**src/tobi_pkg.sv**
```systemverilog
// Shared constants, codes and controller/datapath interface types for the 2-opt search block.
package tobi_pkg;

  localparam int MAX_NODES = 64;
  localparam int COST_BITS = 16;
  localparam int OUT_LIMIT = 64;

  localparam int MAX_POS = (MAX_NODES < OUT_LIMIT) ? MAX_NODES : OUT_LIMIT;
  localparam int NODE_W  = $clog2(MAX_NODES);
  localparam int POS_W   = $clog2(MAX_POS);
  localparam int CNT_W   = $clog2(MAX_POS + 1);
  localparam int CMP_W   = POS_W + 1;

  localparam int COST_DEPTH = 1 << (2 * NODE_W);

  // port field widths
  localparam int OPC_W   = 2;
  localparam int FNODE_W = 6;
  localparam int VAL_W   = 16;
  localparam int CNTF_W  = 7;

  localparam int GAIN_W   = COST_BITS + 2;
  localparam int TOTAL_W  = 22;
  localparam int SUM_W    = ((GAIN_W > TOTAL_W) ? GAIN_W : TOTAL_W) + 1;
  localparam int GAIN_MAX = 4194303;

  typedef enum logic [OPC_W-1:0] {
    OP_COST  = 2'd0,
    OP_ROUTE = 2'd1,
    OP_RUN   = 2'd2,
    OP_NONE  = 2'd3
  } opcode_e;

  typedef enum logic [1:0] {
    RA_I,
    RA_J,
    RA_SWAP,
    RA_EMIT
  } raddr_e;

  typedef enum logic [1:0] {
    CA_RD,
    CA_PB,
    CA_ABN
  } caddr_e;

  typedef enum logic [3:0] {
    S_IDLE,
    S_PASS,
    S_RD_I,
    S_PA,
    S_CPA,
    S_RD_J,
    S_C1,
    S_C2,
    S_C3,
    S_C4,
    S_END,
    S_SW_RD,
    S_SW_W1,
    S_SW_W2,
    S_EM_RD,
    S_EM_OUT
  } state_e;

  typedef struct packed {
    logic   ld_cost;
    logic   ld_route;
    logic   run_start;
    logic   pass_init;
    raddr_e rt_sel;
    caddr_e cost_sel;
    logic   lat_pa;
    logic   lat_cpa;
    logic   lat_bbn;
    logic   acc_load;
    logic   acc_sub;
    logic   cmp;
    logic   j_next;
    logic   i_next;
    logic   swap_init;
    logic   sw_w1;
    logic   sw_w2;
    logic   emit_out;
  } cmd_t;

  typedef struct packed {
    logic cnt_zero;
    logic n_short;
    logic j_more;
    logic i_more;
    logic gain_pos;
    logic swap_more;
    logic k_last;
  } sts_t;

endpackage

```
**src/tobi_ctrl.sv**
```systemverilog
// Sequencer for loads, 2-opt passes, segment reversal and route output.
module tobi_ctrl (
  input  logic                         clk_i,
  input  logic                         rst_ni,
  input  logic                         start_i,
  input  logic [tobi_pkg::OPC_W-1:0]   opcode_i,
  input  tobi_pkg::sts_t               sts_i,
  output tobi_pkg::cmd_t               cmd_o,
  output logic                         busy_o
);

  tobi_pkg::state_e state_q, state_d;

  always_ff @(posedge clk_i or negedge rst_ni) begin
    if (!rst_ni) begin
      state_q <= tobi_pkg::S_IDLE;
    end else begin
      state_q <= state_d;
    end
  end

  always_comb begin
    state_d = state_q;
    cmd_o   = '0;
    cmd_o.rt_sel   = tobi_pkg::RA_I;
    cmd_o.cost_sel = tobi_pkg::CA_RD;
    busy_o  = (state_q != tobi_pkg::S_IDLE);
    case (state_q)
      tobi_pkg::S_IDLE: begin
        if (start_i) begin
          case (tobi_pkg::opcode_e'(opcode_i))
            tobi_pkg::OP_COST:  cmd_o.ld_cost  = 1'b1;
            tobi_pkg::OP_ROUTE: cmd_o.ld_route = 1'b1;
            tobi_pkg::OP_RUN: begin
              if (!sts_i.cnt_zero) begin
                cmd_o.run_start = 1'b1;
                state_d = tobi_pkg::S_PASS;
              end
            end
            default: ;
          endcase
        end
      end
      tobi_pkg::S_PASS: begin
        cmd_o.pass_init = 1'b1;
        state_d = sts_i.n_short ? tobi_pkg::S_EM_RD : tobi_pkg::S_RD_I;
      end
      tobi_pkg::S_RD_I: begin
        cmd_o.rt_sel = tobi_pkg::RA_I;
        state_d = tobi_pkg::S_PA;
      end
      tobi_pkg::S_PA: begin
        cmd_o.lat_pa   = 1'b1;
        cmd_o.cost_sel = tobi_pkg::CA_RD;
        state_d = tobi_pkg::S_CPA;
      end
      tobi_pkg::S_CPA: begin
        cmd_o.lat_cpa = 1'b1;
        cmd_o.rt_sel  = tobi_pkg::RA_J;
        state_d = tobi_pkg::S_C1;
      end
      tobi_pkg::S_RD_J: begin
        cmd_o.rt_sel = tobi_pkg::RA_J;
        state_d = tobi_pkg::S_C1;
      end
      tobi_pkg::S_C1: begin
        cmd_o.lat_bbn  = 1'b1;
        cmd_o.cost_sel = tobi_pkg::CA_RD;
        state_d = tobi_pkg::S_C2;
      end
      tobi_pkg::S_C2: begin
        cmd_o.acc_load = 1'b1;
        cmd_o.cost_sel = tobi_pkg::CA_PB;
        state_d = tobi_pkg::S_C3;
      end
      tobi_pkg::S_C3: begin
        cmd_o.acc_sub  = 1'b1;
        cmd_o.cost_sel = tobi_pkg::CA_ABN;
        state_d = tobi_pkg::S_C4;
      end
      tobi_pkg::S_C4: begin
        cmd_o.cmp = 1'b1;
        if (sts_i.j_more) begin
          cmd_o.j_next = 1'b1;
          state_d = tobi_pkg::S_RD_J;
        end else if (sts_i.i_more) begin
          cmd_o.i_next = 1'b1;
          state_d = tobi_pkg::S_RD_I;
        end else begin
          state_d = tobi_pkg::S_END;
        end
      end
      tobi_pkg::S_END: begin
        if (sts_i.gain_pos) begin
          cmd_o.swap_init = 1'b1;
          state_d = tobi_pkg::S_SW_RD;
        end else begin
          state_d = tobi_pkg::S_EM_RD;
        end
      end
      tobi_pkg::S_SW_RD: begin
        cmd_o.rt_sel = tobi_pkg::RA_SWAP;
        state_d = tobi_pkg::S_SW_W1;
      end
      tobi_pkg::S_SW_W1: begin
        cmd_o.sw_w1 = 1'b1;
        state_d = tobi_pkg::S_SW_W2;
      end
      tobi_pkg::S_SW_W2: begin
        cmd_o.sw_w2 = 1'b1;
        state_d = sts_i.swap_more ? tobi_pkg::S_SW_RD : tobi_pkg::S_PASS;
      end
      tobi_pkg::S_EM_RD: begin
        cmd_o.rt_sel = tobi_pkg::RA_EMIT;
        state_d = tobi_pkg::S_EM_OUT;
      end
      tobi_pkg::S_EM_OUT: begin
        cmd_o.emit_out = 1'b1;
        state_d = sts_i.k_last ? tobi_pkg::S_IDLE : tobi_pkg::S_EM_RD;
      end
      default: state_d = tobi_pkg::S_IDLE;
    endcase
  end

endmodule

```
**config.mk**
```make
export PLATFORM = sky130hd
export DESIGN_NAME = tobi_ctrl
export DESIGN_NICKNAME = d
export VERILOG_FILES = /design/src/tobi_pkg.sv /design/src/tobi_ctrl.sv
export SDC_FILE = /design/constraint.sdc
export NUM_CORES = 1
export LEC_CHECK = 0
export BUFFER_PORTS_ARGS = -buffer_cell sky130_fd_sc_hd__buf_4
export CORE_MARGIN = 4
export CORE_UTILIZATION = 36
export DETAILED_ROUTE_END_ITERATION = 6
export MAX_ROUTING_LAYER = met4
export PLACE_DENSITY = 0.72
export SYNTH_ARGS = -nofsm -noshare
export SYNTH_HDL_FRONTEND = slang
export SYNTH_SLANG_ARGS = --single-unit
```
**constraint.sdc**
```tcl
create_clock -name clk_i -period 1.1 [get_ports clk_i]
set_input_delay 0.055 -clock clk_i [delete_from_list [all_inputs] [get_ports clk_i]]
set_output_delay 0.055 -clock clk_i [all_outputs]
set_load 0.05 [all_outputs]
```
==> key figures, run 1 <==
Run status
  • Status: stopped before the end
  • Failed at: 4_1_cts
  • Error msg: [ERROR DPL-0038] Utilization greater than 100%, impossible to legalize

Floorplan
  • Die Width: roughly 46 um
  • Initial Util: around 40%
  • Die height: 45.93 um
  • I/O pin count: 33
  • Core Rows: 13

Clock tree
  • H-tree depth: 1
  • Total CTS buffers: 3
  • Root Buffer: clkbuf_4
  • Maximum root-to-sink buffer count: 2
  • PostCTS Resize Cnt: between 40 and 50
  • Hold_buf cts: 1
  • Postcts setup bufs: 20
  • Clk sinks: 4

Synthesis
  • Share of the synthesized area in the top cell type: 19.32%
  • Register bit total from synthesis: 4
  • Mapped Area: 518.0 um^2
  • Synth cell types: 28
  • Synth area leaders: dfrtp_1, nor3_1, nor2b_1
  • Sequential area share after synthesis: 19.32%
  • FFs w/ async S/R, synth: between 90% and 100%
  • Syn Inst Count: 72
  • Syn_nets: 84
  • Mapped Avg Cell Area: 7.194 um^2
  • Prevailing post-synth register cell: dfrtp_1
  • Post-synth EDFFs: 0
  • Ys Warns: 0
  • Area leader, netlist: dfrtp_1
  • Synth cell count leaders: nor2_1, nor3_1, a21oi_1, nand2_1, nor2b_1

Placed design
  • Placed Area: roughly 1100 um^2
  • Buffers on Ports: 32
  • Dpl ws: -216.3 ps
  • RD Place Congestion: approximately 0.76
  • HPWL after DPL: around 1600 um
cells by family after synthesis:
family | share of synthesized area (%)
AND/OR/NAND/NOR | 43.72
AO/OA/AOI/OAI | 23.43
buffers and inverters | 13.53
flip-flops | 19.32
stage by stage:
step | cells | setup TNS (ps) | utilization (%)
2_1_floorplan | 72 | -4134 | -
3_3_place_gp | 140 | -2883 | 85.18
3_5_place_dp | 140 | -3157 | 85.18
==> run 2: changes to the inputs <==
- CORE_AREA: unset -> 4 4 65 67
- CORE_MARGIN: 4 -> unset
- CORE_UTILIZATION: 36 -> unset
- DIE_AREA: unset -> 0 0 69 71
- MAX_ROUTING_LAYER: met4 -> unset
- PLACE_DENSITY: 0.72 -> unset
- PLACE_DENSITY_LB_ADDON: unset -> 0.15
- clock period: 1.1 -> 1.4 ns (I/O delays scaled with it)
==> run 2 against run 1 <==
Area after synthesis stayed put. Synthesized cell count stayed put. The flow now finishes, with violations (setup timing).
==> key figures, run 2 <==
Final layout
  • Share of layout cells above drive strength 1: between 70% and 80%
  • Fill cells: 377
  • Commonest cells after routing, fill and taps aside: buf_4, buf_6, nor3_4, nor2_4, nand2_1
  • Utilization after layout: around 37%
  • Ant diodes: 0
  • Largest regs: state_q (4)
  • Most common cell after layout, fill and taps aside: buf_4
  • Area taken by multi-input logic gates: ~550 um^2
  • Reg with most FFs: state_q
  • Area Growth Syn to Fin: 157.7%
  • Max reg flops: 4
  • Layout Nets: ~140
  • FF+latch area: ~110 um^2

Floorplan
  • DIE AREA: 4899 um^2
  • I/O pin count: 33 (unchanged)
  • Die height: 71 um (was 45.93 um)
  • Initial Util: 14.26% (was 38.84%)
  • Core Rows: 22 (was 13)
  • Core area: between 3000 and 4000 um^2
  • Die Width: 69 um (was 45.93 um)

Detailed routing
  • DRC Markers: 0
  • Antenna viol nets, final: 0
  • DR vias: approximately 740
  • WL/cell: approximately 12 um
  • DR pass1 iterations: 4
  • DR iter-0 viols: 20
  • Final WL: ~2100 um
  • Vias/cell: around 4.2

Worst setup path
  • CP Max Fanout: 6
  • Data required, critical path: approximately 1300 ps
  • Crit path kind: flip-flop to primary output
  • Worst R2R Start: state_q[0]$_DFFE_PN0P_
  • Critical Path Source Type: flip-flop
  • Crit end category: primary output
  • Worst path arrival time: around 1400 ps
  • RR Endpoint: state_q[2]$_DFFE_PN0P_
  • CP startpoint: state_q[3]$_DFFE_PN0P_
  • R2r setup slk: -20 ps
  • R2R cell count: 6

GRT
  • First-pass GRT wire length: 3594 um
  • Largest net degree at the start of global routing: 12
  • Gr usage total: 8.938%
  • Initial antenna violation count: 0
  • Vias in the first global route: ~730
  • GRT Residual Overflow: 0

Timing
  • Fin worst setup slack: -73.12 ps
  • Final Max Tran Viols: 0
  • Worst Skew: about 0.53 ps
  • WHS: roughly 190 ps
  • Crit share post-route: 105.2%
  • Final setup fails: 12
  • RSZ-0062 raised after global routing: true
  • Fmax: between 0.6 and 0.7 GHz
  • Relative slew slack: 84.51%
  • Slew @ Worst Pin: about 230 ps
  • Crit path time final: ~1500 ps
  • Fin. Hold Viols: 0

Clock tree
  • CTS tree: built
  • Maximum root-to-sink buffer count: 2 (unchanged)
  • Total CTS buffers: 3 (unchanged)
  • Root Buffer: clkbuf_8 (was clkbuf_4)
  • H-tree depth: 1 (unchanged)
  • Clock transition at the registers of the reported paths: roughly 30 ps
  • Clk_lat worst skew: about 220 ps
  • Clk sinks: 4 (unchanged)

Pwr
  • Worst vdd ir: 0.5494 mV
  • P_leak: approximately 0.6 nW
  • Pwr Density: roughly 2500 nW/um^2

Placed design
  • Buffers on Ports: 32 (unchanged)
  • HPWL after DPL: 1636 um (was 1626 um)
  • RD Place Congestion: 0.7431 (was 0.7571)

Min path
  • Type of the tightest min-delay check: primary input to async pin

Synthesis
  • Synth area leaders: dfrtp_1, nor3_1, nor2b_1 (unchanged)
  • Post-synth EDFFs: 0 (unchanged)
  • Syn_nets: 84 (unchanged)
  • Syn Inst Count: 72 (unchanged)
  • Register bit total from synthesis: 4 (unchanged)
  • Mapped Avg Cell Area: 7.194 um^2 (unchanged)
  • FFs w/ async S/R, synth: 100.0% (unchanged)
  • Synth cell types: 28 (unchanged)
  • Area leader, netlist: dfrtp_1 (unchanged)
  • Ys Warns: 0 (unchanged)
  • Share of the synthesized area in the top cell type: 19.32% (unchanged)
  • Synth cell count leaders: nor2_1, nor3_1, a21oi_1, nand2_1, nor2b_1 (unchanged)
  • Prevailing post-synth register cell: dfrtp_1 (unchanged)
  • Mapped Area: 518.0 um^2 (unchanged)
  • Sequential area share after synthesis: 19.32% (unchanged)

Run status
  • Status: finished with violations (was stopped before the end)
  • Failing checks: setup timing

Job
  • Max-Cap Viols: 0
[run 2: worst max-delay path by stage]
stage	to	slack, ps
after detailed placement	state_q[2]$_DFFE_PN0P_	-30
after CTS	cmd_o[17]	-90
after global routing	cmd_o[2]	-150
final	cmd_o[18]	-70
after global placement	cmd_o[14]	-30
after floorplan	state_q[0]$_DFFE_PN0P_	-250
[run 2: power breakdown]
group / internal [mW] / switching [mW] / total, mW
clock: 0.183 / 0.0596 / 0.243
sequential: 0.194 / 0.141 / 0.335
combinational: 1.27 / 1.51 / 2.78
[run 2: cell type report]
cell class                 count  share of cell area [%]
clock buffer                   3                   3.093
timing repair buffer          63                   42.74
sequential                     4                   7.873
tap                           48                   4.499
multi-input combinational     58                   41.24
inverter                       2                  0.5623
[run 2: logic make-up after synthesis]
logic type      Yosys count  synth area share, %
simple gates             39                43.72
buf+inv                  10                13.53
compound gates           19                23.43
flops                     4                19.32
[run 2: repair_timing]
action | in CTS | in global routing
hold buffers | 1 | 0
gates resized for setup | 29 | 18
endpoints found under the setup margin | 23 | 20
pin swaps | 5 | 0
setup buffers | 7 | 4
hold endpoints to repair | 4 | 0
[run 2: worst max-delay path, cell delays in order (launching register included)]
cell and delay [ps]:
dfrtp_2 450, nor2_4 150, nand3_4 100, buf_6 140
nor3b_4 170, buf_6 180
[run 2: stage by stage]
stage	setup slack, ps	TNS, ps	total power, mW	area (um^2)	instances
floorplan	-247.9	-943.7	1.867	660.6	72
finish	-73.12	-440.1	3.358	1335	178
CTS	-90.90	-588.2	3.091	1231	174
detailed placement	-34.06	-115.3	2.523	1035	163
global route	-146.9	-1419	3.572	1335	178
global placement	-29.90	-65.63	2.531	1035	163
[run 2: routing by layer]
| layer | vias up | GRT usage, % | routed length (um) |
|---|---|---|---|
| met5 | - | 0 | 0 |
| met4 | 0 | 4.555 | 14 |
| met3 | 2 | 1.136 | 68 |
| met1 | 353 | 11.08 | 867 |
| li1 | 369 | - | - |
| met2 | 20 | 15.15 | 1194 |
Note: power is estimated with default switching activity, not from simulation.
==> run 3: changes to the inputs <==
==> constraint.sdc (replaced) <==
create_clock -name clk_i -period 1.4 [get_ports clk_i]
set_input_delay 0.07 -clock clk_i [delete_from_list [all_inputs] [get_ports clk_i]]
set_output_delay 0.07 -clock clk_i [all_outputs]
set_load 0.1 [all_outputs]
==> run 3 against run 2 <==
The run still ends with setup timing left. Sequential cell count unchanged. Count of clock-buffer cells in the layout unchanged. Die area unchanged. Critical path depth grew 1. Routed wire length is 6.2% higher. Via count increased by 2.6%. Hold slack gained 1.2 ps. Register-to-register slack got worse by 50 ps. Sequential share of layout area is 1.7 points lower. Cell count increased by 3.4%. Largest cell class unchanged. Highest routed layer unchanged.
==> key figures, run 3 (synthesis gave the netlist of run 2 again) <==
GRT
  • GRT Residual Overflow: 0 (unchanged)
  • Largest net degree at the start of global routing: 9 (was 12)
  • Initial antenna violation count: 0 (unchanged)
  • Vias in the first global route: 830 (was 734)
  • Gr usage total: 9.938% (was 8.938%)
  • First-pass GRT wire length: 4008 um (was 3594 um)

Final layout
  • Layout Nets: 150 (was 144)
  • Ant diodes: 0 (unchanged)
  • Most common cell after layout, fill and taps aside: buf_4 (unchanged)
  • FF+latch area: 103.9 um^2 (was 105.1 um^2)
  • Area taken by multi-input logic gates: 603.1 um^2 (was 550.5 um^2)
  • Share of layout cells above drive strength 1: 80.15% (was 75.38%)
  • Final Cell Area: 1674 um^2 (was 1335 um^2)
  • Largest regs: state_q (4) (unchanged)
  • Commonest cells after routing, fill and taps aside: buf_4, buf_12, buf_6, nor3_4, nor2_4 (was buf_4, buf_6, nor3_4, nor2_4, nand2_1)
  • Fill cells: 352 (was 377)
  • Area Growth Syn to Fin: 223.2% (was 157.7%)
  • Utilization after layout: 46.07% (was 36.74%)
  • Max reg flops: 4 (unchanged)
  • Reg with most FFs: state_q (unchanged)

Worst setup path
  • R2R cell count: 7 (was 6)
  • Data required, critical path: 1330 ps (about the same)
  • Crit path top cell by count: buf_12 (was buf_6)
  • Slowest stage cell, crit path: dfrtp_1 (was dfrtp_2)
  • CP Max Fanout: 8 (was 6)
  • Critical Path Max Stage Delay: 380 ps (was 450 ps)
  • CP Cell Sequence: buf_12 > nor2_4 > nand3_4 > buf_4 > nor3b_4 > buf_12 (was nor2_4 > nand3_4 > buf_6 > nor3b_4 > buf_6)
  • Critical Path Source Type: flip-flop (unchanged)
  • Crit end category: primary output (unchanged)
  • Crit path kind: flip-flop to primary output (unchanged)
  • Worst path arrival time: 1490 ps (was 1400 ps)

Floorplan
  • Die Width: 69 um (unchanged)
  • Core area: 3633 um^2 (unchanged)
  • Core Rows: 22 (unchanged)
  • Initial Util: 14.26% (unchanged)
  • I/O pin count: 33 (unchanged)
  • DIE AREA: 4899 um^2 (unchanged)
  • Die height: 71 um (unchanged)

Clock tree
  • Clk_lat worst skew: 210 ps (was 220 ps)
  • Maximum root-to-sink buffer count: 2 (unchanged)
  • Total CTS buffers: 3 (unchanged)
  • H-tree depth: 1 (unchanged)
  • Clk sinks: 4 (unchanged)
  • CTS tree: built (unchanged)
  • Clock transition at the registers of the reported paths: 30 ps (about the same)
  • Root Buffer: clkbuf_8 (unchanged)

Detailed routing
  • Final WL: 2277 um (was 2144 um)
  • Max layer used: met4 (unchanged)
  • DR vias: 763 (was 744)
  • DR pass1 iterations: 4 (unchanged)
  • WL/cell: 12.38 um (was 12.04 um)
  • DR iter-0 viols: 14 (was 20)
  • Vias/cell: 4.147 (was 4.180)
  • M1 WL: 904 um (was 867 um)
  • Antenna viol nets, final: 0 (unchanged)
  • Met3 wire length: 91 um (was 68 um)
  • DRC Markers: 0 (unchanged)
  • WL met2: 1267 um (was 1194 um)

Timing
  • Crit path time final: 1560 ps (was 1473 ps)
  • Fin worst setup slack: -160.0 ps (was -73.12 ps)
  • Relative slew slack: 81.99% (was 84.51%)
  • Final setup fails: 17 (was 12)
  • Fmax: 0.6410 GHz (was 0.6788 GHz)
  • Crit share post-route: 111.4% (was 105.2%)
  • RSZ-0062 raised after global routing: true (unchanged)
  • Worst Skew: 1.160 ps (was 0.5280 ps)
  • Final Max Tran Viols: 0 (unchanged)
  • Slew @ Worst Pin: 269.3 ps (was 231.3 ps)
  • Fin. Hold Viols: 0 (unchanged)

Run status
  • Failing checks: setup timing (unchanged)
  • Status: finished with violations (unchanged)

Placed design
  • Placed Area: 1070 um^2 (was 1035 um^2)
  • HPWL after DPL: 1515 um (was 1636 um)
  • Buffers on Ports: 32 (unchanged)
  • RD Place Congestion: 0.7385 (was 0.7431)

Min path
  • Hold Path Cell Cnt: 3
  • Type of the tightest min-delay check: primary input to flip-flop (was primary input to async pin)

Job
  • Max-Cap Viols: 0 (unchanged)
-- run 3: cell count changes in the layout (fill, tap and decap cells not counted), sizes merged --
| cell | before | now |
|---|---|---|
| buf | 62 | 68 |
-- run 3: path summary, 6_finish.rpt --
check / from / end / slack, ps
worst max-delay path: state_q[0]$_DFFE_PN0P_ / cmd_o[18] / -160
worst min-delay path: sts_i[5] / state_q[3]$_DFFE_PN0P_ / 190
worst max register to register: state_q[0]$_DFFE_PN0P_ / state_q[2]$_DFFE_PN0P_ / -70
worst min register to register: state_q[2]$_DFFE_PN0P_ / state_q[2]$_DFFE_PN0P_ / 730
max in group asynchronous: rst_ni / state_q[3]$_DFFE_PN0P_ / 1090
min in group asynchronous: rst_ni / state_q[0]$_DFFE_PN0P_ / 200
-- run 3: final cells by class --
class	instances	area share [%]
clock buffers	3	2.466
inverters	2	0.7474
multi-input cells	58	36.02
flip-flops and latches	4	6.203
well taps	48	3.587
repair buffers	69	50.97
-- run 3: critical path, delay by kind of cell, from the launching register on --
kind                   cells  cell delay [ps]
buffers and inverters      3              490
flip-flops                 1              380
AND/OR/NAND/NOR            3              400
-- run 3: what timing repair did --
| action | in CTS | in global routing |
|---|---|---|
| resized for setup | 82 | 26 |
| pin swaps | 6 | 15 |
| cloned | 0 | 0 |
| hold endpoints to repair | 4 | 0 |
| buffers inserted | 13 | 8 |
| setup endpoints to repair | 24 | 24 |
| hold buffers | 1 | 0 |
-- run 3: stage by stage --
| step | setup WS, ps | instances | setup TNS [ps] | hold WS [ps] |
|---|---|---|---|---|
| floorplan | -658.3 | 72 | -5550 | -225.6 |
| global placement | -74.46 | 163 | -335.8 | -131.2 |
| detailed placement | -77.90 | 163 | -403.7 | -129.6 |
| CTS | -171.1 | 178 | -1164 | 187.7 |
| global route | -241.2 | 184 | -2577 | 204.0 |
| finish | -160.0 | 184 | -1466 | 194.1 |
-- run 3: per-layer routing --
layer  track usage, %  vias to the layer above
met4            3.254                        0
met1            11.75                      362
met3            1.705                        2
li1                 -                      384
met5                0                        -
met2            18.11                       15
Power of run 3 is not shown: default switching activity piles up to over one toggle a cycle in this logic, so the estimate is an artifact.
==> run 4: changes to the inputs <==
- CORE_AREA: 4 4 65 67 -> 2 2 63 65
- DIE_AREA: 0 0 69 71 -> 0 0 65 67
==> run 4 against run 3 <==
The flow still finishes with violations (setup timing). Sequential share of layout area down 0.17 points. Via count up 1.2%. Maximum frequency up 0.24%. Sequential cell count unchanged. Non-clock buffer count up 1. Critical endpoint is now cmd_o[13]. Routed wire length up 0.75%. Utilization up 1.7 points. Count of clock-buffer cells in the layout unchanged.
==> key figures, run 4 (synthesis gave the netlist of run 2 again) <==
Timing
  • Final Max Tran Viols: 0 (unchanged)
  • Fin worst setup slack: -156.3 ps (was -160.0 ps)
  • Fmax: 0.6425 GHz (was 0.6410 GHz)
  • Crit share post-route: 111.2% (was 111.4%)
  • Relative slew slack: 81.72% (was 81.99%)
  • Final setup fails: 22 (was 17)
  • Worst Skew: 1.769 ps (was 1.160 ps)
  • RSZ-0062 raised after global routing: true (unchanged)
  • Fin. Hold Viols: 0 (unchanged)
  • Total Neg Setup Slack: -1753 ps (was -1466 ps)
  • Slew @ Worst Pin: 273.3 ps (was 269.3 ps)
  • Crit path time final: 1556 ps (was 1560 ps)

Floorplan
  • I/O pin count: 33 (unchanged)
  • Die height: 67 um (was 71 um)
  • Core area: 3606 um^2 (was 3633 um^2)
  • Initial Util: 14.37% (was 14.26%)
  • Die Width: 65 um (was 69 um)
  • Core Rows: 22 (unchanged)
  • DIE AREA: 4355 um^2 (was 4899 um^2)

GRT
  • First-pass GRT wire length: 3753 um (was 4008 um)
  • GRT Residual Overflow: 0 (unchanged)
  • Largest net degree at the start of global routing: 10 (was 9)
  • Initial antenna violation count: 0 (unchanged)
  • Vias in the first global route: 761 (was 830)
  • Gr usage total: 11.35% (was 9.938%)

Placed design
  • RD Place Congestion: 0.7152 (was 0.7385)
  • HPWL after DPL: 1501 um (was 1515 um)
  • Buffers on Ports: 32 (unchanged)

Detailed routing
  • Vias/cell: 4.173 (was 4.147)
  • DR vias: 772 (was 763)
  • WL/cell: 12.40 um (was 12.38 um)
  • DR pass1 iterations: 3 (was 4)
  • Antenna viol nets, final: 0 (unchanged)
  • Final WL: 2294 um (was 2277 um)
  • DRC Markers: 0 (unchanged)
  • DR iter-0 viols: 11 (was 14)

Worst setup path
  • CP Cell Sequence: buf_12 > buf_12 > buf_6 > nor3_4 > buf_12 (was buf_12 > nor2_4 > nand3_4 > buf_4 > nor3b_4 > buf_12)
  • Crit path top cell by count: buf_12 (unchanged)
  • Worst path arrival time: 1490 ps (about the same)
  • CP Max Fanout: 8 (unchanged)
  • Slowest stage cell, crit path: dfrtp_1 (unchanged)
  • Crit path kind: flip-flop to primary output (unchanged)
  • Kind of cell adding the most delay to the critical path: buffers and inverters (unchanged)
  • Crit end category: primary output (unchanged)
  • CP Buf/Inv Count: 4 (was 3)
  • Data required, critical path: 1330 ps (about the same)
  • Critical Path Max Stage Delay: 380 ps (about the same)
  • Critical Path Source Type: flip-flop (unchanged)

Job
  • Max-Cap Viols: 0 (unchanged)

Final layout
  • Most common cell after layout, fill and taps aside: buf_4 (unchanged)
  • Max reg flops: 4 (unchanged)
  • Utilization after layout: 47.74% (was 46.07%)
  • Area Growth Syn to Fin: 232.4% (was 223.2%)
  • Reg with most FFs: state_q (unchanged)
  • Share of layout cells above drive strength 1: 83.94% (was 80.15%)
  • Largest regs: state_q (4) (unchanged)
  • Ant diodes: 0 (unchanged)
  • Commonest cells after routing, fill and taps aside: buf_4, buf_12, buf_6, nor2_4, nor3_4 (was buf_4, buf_12, buf_6, nor3_4, nor2_4)
  • Layout Nets: 151 (was 150)

Clock tree
  • H-tree depth: 1 (unchanged)
  • CTS tree: built (unchanged)
  • Clock transition at the registers of the reported paths: 30 ps (about the same)
  • Clk sinks: 4 (unchanged)
  • Total CTS buffers: 3 (unchanged)
  • Root Buffer: clkbuf_8 (unchanged)
  • Clk_lat worst skew: 220 ps (was 210 ps)
  • Maximum root-to-sink buffer count: 2 (unchanged)

Min path
  • Type of the tightest min-delay check: primary input to async pin (was primary input to flip-flop)

Run status
  • Status: finished with violations (unchanged)
  • Failing checks: setup timing (unchanged)
run 4: changes by cell type in the layout (fill, tap and decap cells not counted), sizes merged:
cell	change
buf	+1
run 4: repair_timing:
action | 4_1_cts | 5_1_grt
hold buffers | 1 | 0
hold endpoints to repair | 4 | 0
setup buffers | 14 | 6
resized for setup | 96 | 15
pin swaps | 11 | 19
endpoints found under the setup margin | 24 | 24
run 4: routing by layer:
layer  share of wire (%)  track usage (%)
met2                  56            19.72
met4                 1.4            5.319
met3                 3.4            1.182
met5                   0                0
met1                  39            14.01
run 4: worst paths after layout:
kind / start / to / slack, ps / depth (start not counted)
worst min register to register: state_q[0]$_DFFE_PN0P_ / state_q[3]$_DFFE_PN0P_ / 740 / 3
max in group asynchronous: rst_ni / state_q[2]$_DFFE_PN0P_ / 1090 / 2
worst max-delay path: state_q[0]$_DFFE_PN0P_ / cmd_o[13] / -160 / 5
min in group clk_i: sts_i[5] / state_q[3]$_DFFE_PN0P_ / 190 / 3
worst min-delay path: rst_ni / state_q[0]$_DFFE_PN0P_ / 190 / 2
worst max register to register: state_q[0]$_DFFE_PN0P_ / state_q[2]$_DFFE_PN0P_ / -120 / 7
run 4: stage by stage:
step | hold WS, ps | cell area, um^2 | setup WS [ps] | instances
floorplan | -225.6 | 695.7 | -658.3 | 72
CTS | 192.5 | 1649 | -177.8 | 182
global route | 192.7 | 1722 | -206.1 | 185
detailed placement | -130.4 | 1077 | -88.05 | 164
global placement | -131.3 | 1077 | -71.23 | 164
finish | 186.1 | 1722 | -156.3 | 185
run 4: area by class of cell:
type,count,area (um^2)
Clock buffer,3,41.29
Fill cell,338,1884
Inverter,2,10.01
Multi-Input combinational cell,58,615.6
Sequential cell,4,103.9
Tap cell,48,60.06
Timing Repair Buffer,70,890.9
Power of run 4 is left out for the same reason.
